--- src/hdl/csc_pkg.sv ---
// Shared types and constants for the same-mode convolution block.
package csc_pkg;

  localparam int unsigned SAMPLE_BITS   = 16;  // input sample width
  localparam int unsigned TAP_W         = 16;  // Q4.12 coefficient width
  localparam int unsigned FRAC_BITS     = 12;  // fraction bits of a tap
  localparam int unsigned RESULT_W      = 32;  // result width
  localparam int unsigned KS_W          = 3;   // kernel_size register width
  localparam int unsigned NUM_TAP_REGS  = 7;   // tap registers on the config port
  localparam int unsigned CFG_IDX_W     = 3;   // register index width
  localparam int unsigned CFG_DATA_W    = 16;  // widest register
  localparam int unsigned MAX_TAPS_DEF  = 7;   // default window depth
  localparam int unsigned QUEUE_DEPTH   = 2;   // front-to-back queue entries

  // Register indexes
  localparam logic [CFG_IDX_W-1:0] REG_KERNEL_SIZE = 3'd0;
  localparam logic [CFG_IDX_W-1:0] REG_TAP0        = 3'd1;

  localparam logic [KS_W-1:0] KERNEL_SIZE_RST = 3'd3;

  typedef struct packed {
    logic signed [SAMPLE_BITS-1:0] sample;
    logic                          frame_end;
  } in_t;

  typedef struct packed {
    logic signed [RESULT_W-1:0] result;
    logic                       result_last;
  } out_t;

  // Effective kernel size and its center offset
  typedef struct packed {
    logic [KS_W-1:0] k;
    logic [KS_W-1:0] c;
  } kern_t;

  // Head of the input queue as seen by the back end
  typedef struct packed {
    logic vld;
    in_t  item;
  } head_t;

endpackage

--- src/hdl/csc_front.sv ---
// Front end: config registers, kernel size clamp and the input sample queue.
module csc_front #(
  parameter int unsigned MAX_TAPS = csc_pkg::MAX_TAPS_DEF
) (
  input  logic                                   clk_i,
  input  logic                                   rst_ni,
  input  logic                                   cfg_we_i,
  input  logic [csc_pkg::CFG_IDX_W-1:0]          cfg_idx_i,
  input  logic [csc_pkg::CFG_DATA_W-1:0]         cfg_data_i,
  input  logic                                   in_valid_i,
  output logic                                   in_ready_o,
  input  csc_pkg::in_t                           in_data_i,
  output csc_pkg::kern_t                         kern_o,
  output logic signed [csc_pkg::TAP_W-1:0]       taps_o [MAX_TAPS],
  output csc_pkg::head_t                         head_o,
  input  logic                                   pop_i
);
  import csc_pkg::*;

  localparam int unsigned PTR_W = $clog2(QUEUE_DEPTH);
  localparam int unsigned CNT_W = $clog2(QUEUE_DEPTH + 1);
  localparam int unsigned KMAX  = (MAX_TAPS > NUM_TAP_REGS) ? NUM_TAP_REGS : MAX_TAPS;

  logic [KS_W-1:0]         ksize_q;
  logic signed [TAP_W-1:0] taps_q [MAX_TAPS];
  logic [KS_W-1:0]         k_eff;

  in_t              queue_q [QUEUE_DEPTH];
  logic [PTR_W-1:0] wr_ptr_q, rd_ptr_q;
  logic [CNT_W-1:0] cnt_q, cnt_d;
  logic             push, pop;

  // Config registers
  always_ff @(posedge clk_i or negedge rst_ni) begin
    if (!rst_ni) begin
      ksize_q <= KERNEL_SIZE_RST;
      for (int i = 0; i < MAX_TAPS; i++) begin
        taps_q[i] <= '0;
      end
    end else if (cfg_we_i) begin
      if (cfg_idx_i == REG_KERNEL_SIZE) begin
        ksize_q <= cfg_data_i[KS_W-1:0];
      end
      for (int i = 0; i < MAX_TAPS; i++) begin
        if ((i < NUM_TAP_REGS) && (int'(cfg_idx_i) == int'(REG_TAP0) + i)) begin
          taps_q[i] <= signed'(cfg_data_i[TAP_W-1:0]);
        end
      end
    end
  end

  // Zero means one tap; clamp to the window depth
  always_comb begin
    if (ksize_q == '0) begin
      k_eff = KS_W'(1);
    end else if (int'(ksize_q) > int'(KMAX)) begin
      k_eff = KS_W'(KMAX);
    end else begin
      k_eff = ksize_q;
    end
    kern_o.k = k_eff;
    kern_o.c = k_eff >> 1;
  end

  assign taps_o = taps_q;

  // Input queue
  assign in_ready_o = (cnt_q != CNT_W'(QUEUE_DEPTH));
  assign push       = in_valid_i && in_ready_o;
  assign pop        = pop_i && (cnt_q != '0);

  always_comb begin
    cnt_d = cnt_q;
    if (push && !pop) begin
      cnt_d = cnt_q + CNT_W'(1);
    end else if (pop && !push) begin
      cnt_d = cnt_q - CNT_W'(1);
    end
  end

  always_ff @(posedge clk_i or negedge rst_ni) begin
    if (!rst_ni) begin
      wr_ptr_q <= '0;
      rd_ptr_q <= '0;
      cnt_q    <= '0;
    end else begin
      cnt_q <= cnt_d;
      if (push) begin
        wr_ptr_q <= wr_ptr_q + PTR_W'(1);
      end
      if (pop) begin
        rd_ptr_q <= rd_ptr_q + PTR_W'(1);
      end
    end
  end

  always_ff @(posedge clk_i) begin
    if (push) begin
      queue_q[wr_ptr_q] <= in_data_i;
    end
  end

  assign head_o.vld  = (cnt_q != '0);
  assign head_o.item = queue_q[rd_ptr_q];

endmodule

--- config.mk ---
export PLATFORM = sky130hd
export DESIGN_NAME = csc_front
export DESIGN_NICKNAME = d
export VERILOG_FILES = /design/src/hdl/csc_pkg.sv /design/src/hdl/csc_front.sv
export SDC_FILE = /design/constraint.sdc
export NUM_CORES = 1
export LEC_CHECK = 0
export BUFFER_PORTS_ARGS = -buffer_cell sky130_fd_sc_hd__buf_2
export CORE_MARGIN = 2
export CORE_UTILIZATION = 31
export CTS_CLUSTER_SIZE = 25
export DETAILED_ROUTE_END_ITERATION = 10
export GPL_ROUTABILITY_DRIVEN = 0
export SETUP_SLACK_MARGIN = 0.4
export SYNTH_ARGS = -nofsm -noshare
export SYNTH_HDL_FRONTEND = slang
export SYNTH_SLANG_ARGS = --single-unit
--- constraint.sdc ---
create_clock -name clk_i -period 2.3 [get_ports clk_i]
set_input_delay 0.23 -clock clk_i [delete_from_list [all_inputs] [get_ports clk_i]]
set_output_delay 0.23 -clock clk_i [all_outputs]
set_load 0.02 [all_outputs]
Word-level counts from Yosys, hierarchy flattened
Memory sizes are Yosys's and may differ from the RTL's.
Index checks and enable logic that the tools add are counted.
{"block": "op_classes", "muxes": 5, "reduce_logical": 18, "eq_ne": 8, "n_addsub": 4}
{"cell": "2-bit AND reduction", "count": 8}
{"cell": "3-bit == test, second input constant", "count": 4}
{"cell": "3-bit by 2-bit == test with 1-bit output, second input constant", "count": 2}
{"cell": "3-bit logical NOT", "count": 2}
{"cell": "1-bit logical AND", "count": 4}
{"cell": "2-bit two-way mux", "count": 2}
{"cell": "2-bit nonzero test", "count": 2}
{"cell": "3-bit by 1-bit == test with 1-bit output, second input constant", "count": 1}
{"cell": "3-bit two-way mux", "count": 1}
{"cell": "1-bit adder, second input constant", "count": 2}
{"cell": "2-bit by 1-bit adder with 2-bit output, second input constant", "count": 1}
{"cell": "1-bit logical NOT", "count": 2}
{"cell": "1-bit two-way mux", "count": 2}
{"cell": "2-bit inequality test, second input constant", "count": 1}
{"cell": "2-bit by 1-bit subtractor with 2-bit output, second input constant", "count": 1}
{"block": "totals", "word_cells": 47, "mem_bits_rw": 34, "memories": 1, "output_inout_bits": 137, "inputBits": 41, "regBits": 119}
{"memory": "queue_q", "words": 2, "width": 17, "read_ports": 1, "rd_ports_with_merged_regs": 0, "wr": 1, "line": "csc_front.sv:28", "rtl": "in_t queue_q [QUEUE_DEPTH];"}

Longest topological paths before layout
{"block": "depth", "depth_word": 6, "depth_mapped": 7, "ltp_nobuf": 7}

Worst setup path after synthesis
Ideal clock, no wire load.
{"block": "synth_path", "path_kind": "flip-flop to flip-flop", "from": "register cnt_q[0]", "to": "memory queue_q[0][0] (netlist bit), enable pin", "n_path_buf": 0, "setup_ps": 390, "required_time_ps": 1910, "period_less_slack_ps": 1925, "t_arrival_ps": 1535, "stages_incl_launch_ff": 4, "setup_slack_ps": 375, "path_cell_list": "dfrtp_1 -> nand2b_1 -> nand2_1 -> nor2_1"}
{"block": "synth_between", "elab_chain_len": 4}
{"element": "start, declared", "line": "csc_front.sv:30", "rtl": "logic [CNT_W-1:0] cnt_q, cnt_d;"}
{"element": "start signal, assigned", "line": "csc_front.sv:87", "rtl": "cnt_q <= cnt_d;"}
{"element": "2-bit inequality test", "line": "csc_front.sv:68", "rtl": "assign in_ready_o = (cnt_q != CNT_W'(QUEUE_DEPTH));"}
{"element": "named net in_ready_o", "line": "csc_front.sv:11", "rtl": "output logic in_ready_o,"}
{"element": "1-bit logical AND", "line": "csc_front.sv:69", "rtl": "assign push = in_valid_i && in_ready_o;"}
{"element": "1-bit two-way mux", "line": "csc_front.sv:98", "rtl": "if (push) begin"}
{"element": "1-bit two-way mux (not written as such)", "line": "csc_front.sv:99", "rtl": "queue_q[wr_ptr_q] <= in_data_i;"}
{"element": "end, declared", "line": "csc_front.sv:28"}
The timed path passes the listed nets, and every way through them passes these cells.

==> summary.txt <==
Status
  • Status: complete, no violations

Final layout
  • Commonest non-fill, non-tap cell in the layout: buf_2
  • Area grow syn2layout: 32.0%
  • Most frequent cells in the layout: buf_2 (175), mux2_2 (132), dfrtp_1 (116)
  • Final instance area: 7730 um^2
  • Fillcell total: 1725
  • NumNets Final: 575
  • # diodes: 0
  • Layout cells sized above 1: 65.4%

Yosys
  • Avg Cell Area, Syn: 17.8 um^2
  • Yosys reg bits: 153
  • Post-synth cell types: 26
  • Yosys warns: 0
  • Cells after synthesis: 329
  • Synth top area cells: dfrtp_1 (50%), mux2_2 (25%), edfxtp_1 (17%), buf_4 (0.90%), dfstp_2 (0.90%)
  • Leading area contributor after synthesis: dfrtp_1
  • Synthesized Nets: 371
  • Mapped Area: 5850 um^2
  • Synth top area share: 50.0%
  • Sequential share of the synthesized area: 68.4%

Routing
  • Initial drt markers: 135
  • Post-DR vias/cell: 4.49
  • WL/cell: 17.7 um
  • Drt total wl: 13.8 mm
  • Drt drc: 0
  • Via Count: 3503
  • ANT nets after route: 0
  • Drt first pass iters: 4

Critical path
  • Startpoint types: register
  • CP arrival: 1.54 ns
  • Slowest Stage Delay on Critical Path: 0.58 ns
  • Reg2reg setup slack: 0.65 ns
  • WP data required: 2.07 ns
  • Worst-path cell with the longest stage delay: dfrtp_4
  • CP Capture Type: output port
  • Worst-path cell chain: mux2_2 > buf_2
  • Worst setup path class: reg2out
  • WP buf/inv: 1
  • Crit-path max FO: 18
  • Crit-path leading delay family: flip-flops

Placed design
  • DP HPWL: 9.80 mm
  • Placed inst area: 6990 um^2
  • IO Port Bufs: 176

Power and ir drop
  • Int Pwr: 6.06 mW
  • Combinational Power Share: 27.8%
  • Power Density: 1160 nW/um^2
  • Net Sw Power: 2.88 mW
  • Peak supply drop: 0.000466 V
  • Seq pwr share: 42.4%
  • Clock power share: 29.8%
  • Leak Pwr: 3.51 nW
  • Switching part of the total: 32.2%

Floorplanning
  • FP Rows: 50
  • Die Wd: 141 um
  • Die Height: 141 um
  • Die ar.: 20000 um^2
  • I/O pin cnt: 178
  • Initial Utilization: 31.4%
  • Core area: 18600 um^2

Run
  • Maximum capacitance violations: 0

STA
  • Achievable Freq: 565 MHz
  • Worst Clk Skew: 0.00374 ns
  • Measured slew at the worst slew-check pin: 0.756 ns
  • Final hold vios: 0
  • Slew Limit Fails: 0
  • TNS Setup: 0 ns
  • Final min period: 1.77 ns
  • Finish-stage setup viols: 0
  • Unrepaired setup endpoints after global routing: no
  • Share of the clock period used by the worst path: 77.0%
  • Slew HR: 49.4%

Clock tree
  • CTS max path bufs: 2
  • Clock sink total: 153
  • Root buf cell: clkbuf_16
  • Worst-Skew Late Latency: 0.40 ns
  • CTS buffer count: 17
  • H-tree levels: 4
  • Setup bufs post-CTS: 0
  • TritonCTS clock tree: built
  • Clk slew on worst S/H paths: 0.06 ns

GRT
  • GR Overflow Total: 0
  • Tot GR Track Use: 13.9%
  • First-pass GRT wire length: 21.1 mm
  • Vias in the first global route: 3765
  • Pin count of the biggest net entering global routing: 64
  • Initial antenna violation count: 0

Min path
  • Hold Crit Class: in2reg
-- final cells by class --
| cell class | count | area, um^2 | share of cell area, % |
|---|---|---|---|
| Clock buffer | 20 | 437 | 5.65 |
| Clock inverter | 12 | 125 | 1.62 |
| Inverter | 1 | 3.75 | 0.0486 |
| Multi-Input combinational cell | 157 | 1720 | 22.3 |
| Sequential cell | 153 | 4010 | 51.8 |
| Tap cell | 234 | 293 | 3.79 |
| Timing Repair Buffer | 203 | 1140 | 14.8 |
-- state kept, by name (all words and copies together) (netlist names) --
| register | flops |
|---|---|
| rd_ptr_q | 1 |
| queue_q | 34 |
| cnt_q | 2 |
| taps_o | 112 |
| wr_ptr_q | 1 |
| ksize_q | 3 |
-- through the flow --
stage                     total power [mW]  util [%]  cells  setup slack [ns]  hold WS, ns
final                                 8.94      41.5    780             0.530       0.0282
after detailed placement              6.34      37.5    731             0.492        0.202
after global routing                  9.39      41.5    780             0.463      0.00255
after global placement                6.27      37.5    731             0.538        0.195
after floorplan                       5.36         -    329             0.643      -0.0656
after CTS                             9.06      41.3    778             0.424    0.0000854
-- cell families after synthesis --
kind of cell	synth area share, %
AO/OA/AOI/OAI	0.128
XOR/XNOR	0.748
adder cells (fa/ha/maj)	0.214
buffers and inverters	2.22
flip-flops	68.4
multiplexers	25.4
other	0.0641
AND/OR/NAND/NOR	2.86
-- cells in the mapped netlist --
| master | instances |
|---|---|
| nand2_1 | 3 |
| buf_8 | 1 |
| nand4_2 | 1 |
| buf_4 | 7 |
| buf_6 | 2 |
| mux2_2 | 132 |
| nor2_1 | 2 |
| inv_1 | 1 |
| ha_1 | 1 |
| nand4b_2 | 3 |
| dfstp_2 | 2 |
| nand2b_4 | 1 |
| nor3_4 | 1 |
| conb_1 | 1 |
| nor3b_4 | 2 |
| or2_2 | 1 |
| edfxtp_1 | 34 |
| o21bai_1 | 1 |
| buf_2 | 5 |
| xor2_1 | 2 |
| clkbuf_1 | 3 |
| nand2b_1 | 1 |
| and3_1 | 1 |
| dfrtp_1 | 117 |
| nor3_1 | 1 |
| xnor2_1 | 3 |
-- routing by layer --
metal | up-vias | wire length, um | global-route usage [%]
li1 | 1600 | - | -
met1 | 1804 | 5910 | 16.5
met2 | 89 | 7180 | 24.3
met3 | 10 | 544 | 4.02
met4 | 0 | 194 | 4.74
met5 | - | 0 | 0
-- what timing repair did --
item / in CTS / in global routing
gates resized for setup: 1 / 1
endpoints found under the hold margin: 58 / 4
setup endpoints to repair: 17 / 5
hold buffers: 15 / 2
-- worst paths after layout --
path | cells after the start | from | end
min in group asynchronous | 2 | rst_ni | taps_o[13]
hold / removal | 1 | in_data_i[0] | queue_q[0][0]
setup reg to reg | 4 | cnt_q[0] | queue_q[0][13]
max in group asynchronous | 3 | rst_ni | rd_ptr_q
setup / recovery | 2 | rd_ptr_q | head_o[10]
hold reg to reg | 1 | cnt_q[1] | cnt_q[1]
-- power groups by stage --
stage | clock network, mW | logic [mW] | registers [mW]
floorplan | 0 | 1.08 | 4.27
global placement | 0 | 2.46 | 3.81
detailed placement | 0 | 2.50 | 3.84
CTS | 2.74 | 2.53 | 3.80
global route | 2.87 | 2.66 | 3.87
finish | 2.66 | 2.49 | 3.79
Power figures use the tool's default switching activity.
